==> config.mk <==
export PLATFORM = sky130hd
export DESIGN_NAME = vwkg_circle_thr
export DESIGN_NICKNAME = d
export VERILOG_FILES = /design/src/rtl/vwkg_pkg.sv /design/src/rtl/vwkg_circle_thr.sv
export SDC_FILE = /design/constraint.sdc
export NUM_CORES = 2
export LEC_CHECK = 0
export BUFFER_PORTS_ARGS = -buffer_cell sky130_fd_sc_hd__buf_2
export CORE_UTILIZATION = 51
export DETAILED_ROUTE_END_ITERATION = 10
export GPL_TIMING_DRIVEN = 1
export PLACE_DENSITY = 0.63
export SYNTH_ARGS = -nofsm -noshare
export SYNTH_HDL_FRONTEND = slang
export SYNTH_SLANG_ARGS = --single-unit
==> constraint.sdc <==
create_clock -name clk -period 8.3 [get_ports clk]
set_clock_uncertainty 0.2 [all_clocks]
set_input_delay 0.83 -clock clk [delete_from_list [all_inputs] [get_ports clk]]
set_output_delay 0.83 -clock clk [all_outputs]
set_load 0.05 [all_outputs]
==> src/rtl/vwkg_pkg.sv <==
// vwkg_pkg.sv
// Shared widths, register codes, mode codes and beat types of the wipe key generator.
// Depends on nothing; used by every other file of the block but assert_macros.svh.
package vwkg_pkg;

	localparam int COORD_W         = 12;
	localparam int COORD_SPAN      = 1 << COORD_W;
	localparam int DIM_CFG_W       = 13;
	localparam int AMT_W           = 17;
	localparam int AMT_FRAC        = 16;
	localparam int MODE_W          = 2;
	localparam int CFG_IDX_W       = 2;
	localparam int CFG_DATA_W      = 17;
	localparam int MAX_DIM_DEFAULT = 4096;
	// circle test: (dx^2 + dy^2) * 4 * 2^32 against a^2 * (W^2 + H^2)
	localparam int LHS_SHIFT       = 2 * AMT_FRAC + 2;

	localparam logic [AMT_W-1:0] AMT_ONE = AMT_W'(1 << AMT_FRAC);

	localparam logic [MODE_W-1:0] MODE_IRIS_RECT   = 2'd0;
	localparam logic [MODE_W-1:0] MODE_IRIS_CIRCLE = 2'd1;
	localparam logic [MODE_W-1:0] MODE_SPLIT4      = 2'd2;

	localparam logic [CFG_IDX_W-1:0] REG_MODE   = 2'd0;
	localparam logic [CFG_IDX_W-1:0] REG_WIDTH  = 2'd1;
	localparam logic [CFG_IDX_W-1:0] REG_HEIGHT = 2'd2;
	localparam logic [CFG_IDX_W-1:0] REG_AMOUNT = 2'd3;

	localparam logic [MODE_W-1:0]    MODE_RESET   = MODE_IRIS_RECT;
	localparam logic [DIM_CFG_W-1:0] WIDTH_RESET  = 13'd640;
	localparam logic [DIM_CFG_W-1:0] HEIGHT_RESET = 13'd480;
	localparam logic [AMT_W-1:0]     AMOUNT_RESET = '0;

	typedef struct packed {
		logic [COORD_W-1:0] pixel_x;
		logic [COORD_W-1:0] pixel_y;
	} pix_in_t;

	typedef struct packed {
		logic               take_second;
		logic [COORD_W-1:0] source_x;
		logic [COORD_W-1:0] source_y;
	} pix_out_t;

	typedef struct packed {
		logic s2;
		logic s3;
		logic s4;
		logic s5;
	} stage_en_t;

endpackage

==> src/rtl/vwkg_circle_thr.sv <==
// vwkg_circle_thr.sv
// Iris circle threshold: (a^2 * (W^2 + H^2)) >> LHS_SHIFT over stages two to five.
// Depends on vwkg_pkg.
module vwkg_circle_thr #(
	parameter int MAX_DIM = vwkg_pkg::MAX_DIM_DEFAULT
) (
	input  logic                                  clk,
	input  vwkg_pkg::stage_en_t                   stage_en,
	input  logic [vwkg_pkg::AMT_W-1:0]            amount_sat,
	input  logic [$clog2(MAX_DIM+1)-1:0]          width_sat,
	input  logic [$clog2(MAX_DIM+1)-1:0]          height_sat,
	output logic [2*vwkg_pkg::AMT_W+2*$clog2(MAX_DIM+1)+1-vwkg_pkg::LHS_SHIFT-1:0] thr
);

	localparam int DIM_W = $clog2(MAX_DIM + 1);
	localparam int SQ_W  = 2 * DIM_W;
	localparam int S_W   = SQ_W + 1;
	localparam int ASQ_W = 2 * vwkg_pkg::AMT_W;
	localparam int SPLIT = vwkg_pkg::AMT_W;
	localparam int HI_W  = ASQ_W - SPLIT;
	localparam int PL_W  = SPLIT + S_W;
	localparam int PH_W  = HI_W + S_W;
	localparam int RHS_W = ASQ_W + S_W;

	logic [ASQ_W-1:0] asq_s2, asq_s3;
	logic [SQ_W-1:0]  wsq_s2, hsq_s2;
	logic [S_W-1:0]   s_s3;
	logic [PL_W-1:0]  plo_s4;
	logic [PH_W-1:0]  phi_s4;
	logic [RHS_W-1:0] rhs_c;
	logic [RHS_W-vwkg_pkg::LHS_SHIFT-1:0] thr_s5;

	always_ff @(posedge clk) begin
		if (stage_en.s2) begin
			asq_s2 <= ASQ_W'(amount_sat) * ASQ_W'(amount_sat);
			wsq_s2 <= SQ_W'(width_sat) * SQ_W'(width_sat);
			hsq_s2 <= SQ_W'(height_sat) * SQ_W'(height_sat);
		end
	end

	always_ff @(posedge clk) begin
		if (stage_en.s3) begin
			s_s3   <= S_W'(wsq_s2) + S_W'(hsq_s2);
			asq_s3 <= asq_s2;
		end
	end

	// split the 34-bit square so each partial product stays under 32x32
	always_ff @(posedge clk) begin
		if (stage_en.s4) begin
			plo_s4 <= PL_W'(asq_s3[SPLIT-1:0]) * PL_W'(s_s3);
			phi_s4 <= PH_W'(asq_s3[ASQ_W-1:SPLIT]) * PH_W'(s_s3);
		end
	end

	assign rhs_c = (RHS_W'(phi_s4) << SPLIT) + RHS_W'(plo_s4);

	always_ff @(posedge clk) begin
		if (stage_en.s5) begin
			thr_s5 <= rhs_c[RHS_W-1:vwkg_pkg::LHS_SHIFT];
		end
	end

	assign thr = thr_s5;

endmodule

# --- Word level (Yosys, flattened, before mapping) ---
# Index checks and enable logic that the tools add are counted.
totals:
  register_bits: 262
  out_inout_bits: 27
  wordCells: 15
  in_bits: 48
op_classes:
  addsub: 2
  n_mul: 5
ops:
  columns: ["operator", "n"]
  rows:
  - ["$mul 17x27->44", 2]
  - ["$add 61x44->61", 1]
  - ["$mul 13x13->26", 2]
  - ["$mul 17x17->34", 1]
  - ["$add 26x26->27", 1]

# --- Logic depth before layout (Yosys ltp) ---
logic_depth:
  depth_word: 1
  depth_mapped: 25
  mapped_depth_nobuf: 23

# --- Worst setup path after synthesis ---
# OpenSTA, ideal clock, no wires.
synth_path:
  path_kind: "in2reg"
  from: "input amount_sat[14] (netlist name)"
  to: "register asq_s2[33], data pin"
  slack_ns: 1.398
  t_arrival_ns: 6.438
  setup_ns: 0.264
  stages: 24
  required_time_ns: 7.836
  path_buffers: 2
  cell_sequence: "clkbuf_1 clkbuf_1 nand2_1 fa_1 inv_1 fa_1 inv_1 fa_1 fa_1 inv_1 fa_1 inv_1 fa_1 inv_1 ha_1 a2111oi_0 o21ai_0 o21ai_0 o21ai_0 a31oi_2 o211a_1 nor3_1 a211oi_1 xnor2_1"
synth_via:
  elab_chain_cells: 1
synth_lines:
  columns: ["item", "line", "rtl"]
  rows:
  - ["start, declared", "vwkg_circle_thr.sv:9", "input logic [vwkg_pkg::AMT_W-1:0] amount_sat,"]
  - ["$mul 17x17->34", "vwkg_circle_thr.sv:35", "asq_s2 <= ASQ_W'(amount_sat) * ASQ_W'(amount_sat);"]
  - ["end signal, assigned", "vwkg_circle_thr.sv:35", null]
  - ["end, declared", "vwkg_circle_thr.sv:25", "logic [ASQ_W-1:0] asq_s2, asq_s3;"]
# Every way passes these cells.
# A chain may end at the register's enable or synchronous reset.

# --- Final worst setup path ---
layout_path:
  from: "register s_s3[4]"
  to: "register phi_s4[41], data pin"
layout_via:
  elab_chain_cells: 1
layout_lines:
  columns: ["item", "line", "rtl"]
  rows:
  - ["start, declared", "vwkg_circle_thr.sv:27", "logic [S_W-1:0] s_s3;"]
  - ["start signal, assigned", "vwkg_circle_thr.sv:43", "s_s3 <= S_W'(wsq_s2) + S_W'(hsq_s2);"]
  - ["$mul 17x27->44", "vwkg_circle_thr.sv:52", "phi_s4 <= PH_W'(asq_s3[ASQ_W-1:SPLIT]) * PH_W'(s_s3);"]
  - ["end signal, assigned", "vwkg_circle_thr.sv:52", null]
  - ["end, declared", "vwkg_circle_thr.sv:29", "logic [PH_W-1:0] phi_s4;"]
# Every way passes these cells.

==> results.py <==
metrics = {
    "die": {
        "pin_count": 75,
        "initial_core_util": 0.518,
        "core_um2": 106000,
        "dieArea_um2": 109000,
        "row_count": 119,
        "die_x_um": 330,
        "die_h_um": 330,
    },
    "cells_and_area": {
        "layout_commonest_cell": "inv_1",
        "fillers": 9636,
        "postLayoutCoreUtil": 0.544,
        "layout_common_cells": "inv_1, fa_1, nand2_1",
        "drive_above_1_share": 0.0394,
        "fin_nets": 7388,
        "area_growth_syn_to_layout_pct": 4.97,
    },
    "hold_path": {
        "holdCritPathClass": "reg -> reg",
        "min_delay_path_depth": 0,
    },
    "timing": {
        "slew_headroom": 0.129,
        "worst_slew_pin_slew_ps": 1310,
        "setup_tns_ps": 0,
        "hold_viol_final": 0,
        "rsz0062_at_grt": "no",
        "fin_crit_sh": 0.918,
        "setup_viol": 0,
        "fmax_mhz": 131,
        "slew_viol_final": 0,
        "finalCriticalPeriod_ps": 7620,
    },
    "placement": {
        "dpl.hpwl_um": 105000,
        "gp_congestion": 0.883,
        "io_buffers": 74,
    },
    "worst_setup_path": {
        "critPathMostFrequentCell": "fa_1",
        "worst_setup_path_end_kind": "flip-flop",
        "timing.rr.start": "s_s3[4]",
        "cp_slowest_cell": "edfxtp_1",
        "required_ps": 8430,
        "r2r_setup_slack_ps": 680,
        "cp-startpoint": "s_s3[4]",
        "critPathTopFamily": "adder cells",
        "max_stage_delay_ps": 1200,
        "endpoint": "phi_s4[41]",
        "cp.depth": 21,
        "critPathKind": "reg -> reg",
        "rr_worst_depth": 21,
        "timing.critical_path.buf_inv": 4,
        "worstSetupStartpointType": "flip-flop",
        "worstPathArrival_ps": 7750,
        "crit_chain": "buf_4 > nand2_1 > fa_1 > inv_1 > fa_1 > fa_1 > fa_1 > fa_1 > inv_1 > fa_1 > inv_1 > ha_1 > a211o_1 > a211oi_1 > o31ai_1 > a21oi_2 > a22o_1 > o21ai_1 > a2111oi_1 > o21bai_1 > xor2_1",
        "worstPathMaxFanout": 25,
        "r2r-end": "phi_s4[41]",
    },
    "logic_synthesis": {
        "synth_cell_type_count": 84,
        "synth_area_um2": 54800,
        "synth.top_cells.by_area": "fa_1, edfxtp_1, ha_1",
        "ys_warn_count": 0,
        "postSynthCellCount": 5744,
        "synth-seq-area-share": 0.132,
        "synth_largest_area_cell": "fa_1",
        "synth.ff_latch_count": 241,
        "synth_edf_count": 241,
        "syn_avg_cell_area_um2": 9.54,
        "synth_top_area_share": 0.405,
        "ys_async_sr_fraction": 0,
        "synth-main-ff-cell": "edfxtp_1",
    },
    "global_route": {
        "use_met2": 0.416,
        "grtUsageMet1": 0.332,
        "grt_max_degree": 72,
        "grt_pass1_vias": 40160,
        "gr-total-overflow": 0,
        "antenna_found_initial": 4,
        "grt.busiest_layer": "met2",
        "grt_pass1_wl_um": 211000,
        "grt_use_total": 0.245,
        "use_met3": 0.0273,
    },
    "clock_tree": {
        "cts_hold_buf": 0,
        "cts-resized-gates": 0,
        "cts_max_level": 1,
        "cts.clk_slew.worst_paths_ps": 60,
        "cts_sinks": 241,
        "clock_path_buffers": 3,
        "insertion_delay_ps": 620,
        "cts_buffers": 28,
        "cts_setup_buffers": 0,
        "cts_tree": "done",
        "ctsRootBufferMaster": "clkbuf_16",
    },
    "routing": {
        "drt_first_pass_iters": 5,
        "wl_um": 127000,
        "first_iter_violations": 1947,
        "drt-vias-per-instance": 5.23,
        "antenna_left": 0,
        "drcViolationCount": 0,
        "num_vias": 37116,
        "post_drt_wl_per_cell_um": 17.8,
    },
    "flow_run": {
        "maxCapViolations": 0,
    },
    "status": {
        "status": "finished, final reports clean",
    },
}
## cell usage after synthesis (3+ instances only)
master / count
inv_1: 1415
fa_1: 1110
nand2_1: 720
ha_1: 543
and2_1: 520
edfxtp_1: 241
clkbuf_1: 224
a21oi_1: 145
xnor2_1: 122
nor2_1: 121
a21o_1: 83
xor2_1: 70
o21ai_0: 53
nor3_1: 40
nand3_1: 33
and3_1: 28
nor2b_1: 27
o21a_1: 24
o21bai_1: 22
nand2b_1: 18
a31oi_1: 16
o21ai_1: 12
nand4_1: 10
a211oi_1: 9
a31o_2: 8
a211o_1: 7
o211ai_1: 7
or3_1: 7
o2111ai_1: 6
or2_2: 6
nor3b_1: 5
nor4_1: 5
o31ai_1: 5
a211oi_2: 4
a221oi_1: 4
nand3b_1: 4
a221o_1: 3
a41oi_1: 3
and4_1: 3
mux2_2: 3
o211a_1: 3
o31a_1: 3
## cell type report
cell class	instances	area (um^2)	area share
diodes	2	5.00	0.0000870
clock buffers	29	704	0.0122
clock inverters	22	258	0.00448
inverters	1416	5320	0.0924
multi-input cells	3863	41400	0.720
flip-flops and latches	241	7240	0.126
well taps	1391	1740	0.0302
repair buffers	137	861	0.0150
## flip-flops by register name, summed over array words and instances (netlist names)
register  flops
plo_s4       27
wsq_s2       25
phi_s4       44
thr          27
s_s3         27
hsq_s2       25
asq_s2       33
asq_s3       33
## stage by stage
stage                     std cells  hold slack, ps  cell area [um^2]  setup WS (ps)
after floorplan                5746             200             54800           1400
after global placement         7048             202             56600            993
after detailed placement       7048             205             56600            884
after CTS                      7099             216             57500            816
after global routing           7101             225             57500            358
final                          7101             215             57500            682
## worst min-delay path by stage
| stage | start | slack [ps] | endpoint |
|---|---|---|---|
| 2_1_floorplan | asq_s2[0] | 200 | asq_s3[0] |
| 3_3_place_gp | asq_s2[20] | 200 | asq_s3[20] |
| 3_5_place_dp | asq_s2[6] | 200 | asq_s3[6] |
| 4_1_cts | asq_s2[25] | 220 | asq_s3[25] |
| 5_1_grt | asq_s2[6] | 230 | asq_s3[6] |
| 6_report | asq_s2[25] | 220 | asq_s3[25] |
## metal layers
metal | wire length, um | vias to the layer above
met2 | 61200 | 886
met3 | 6520 | 176
met4 | 3790 | 2
li1 | - | 17131
met1 | 55100 | 18921
met5 | 20 | -
## kinds of logic (layout without fill, tap and decap cells)
family	Yosys count	count (layout)	share of synthesized area
other	2	6	0.000137
AND/OR/NAND/NOR	1556	1556	0.138
adder cells (fa/ha/maj)	1653	1653	0.529
AO/OA/AOI/OAI	454	454	0.0563
multiplexers	4	4	0.000799
XOR/XNOR	192	192	0.0307
buffers and inverters	1642	1604	0.112
flip-flops	241	241	0.132
Power is not shown: default switching activity piles up to over one toggle a cycle in this logic, so the estimate is an artifact.
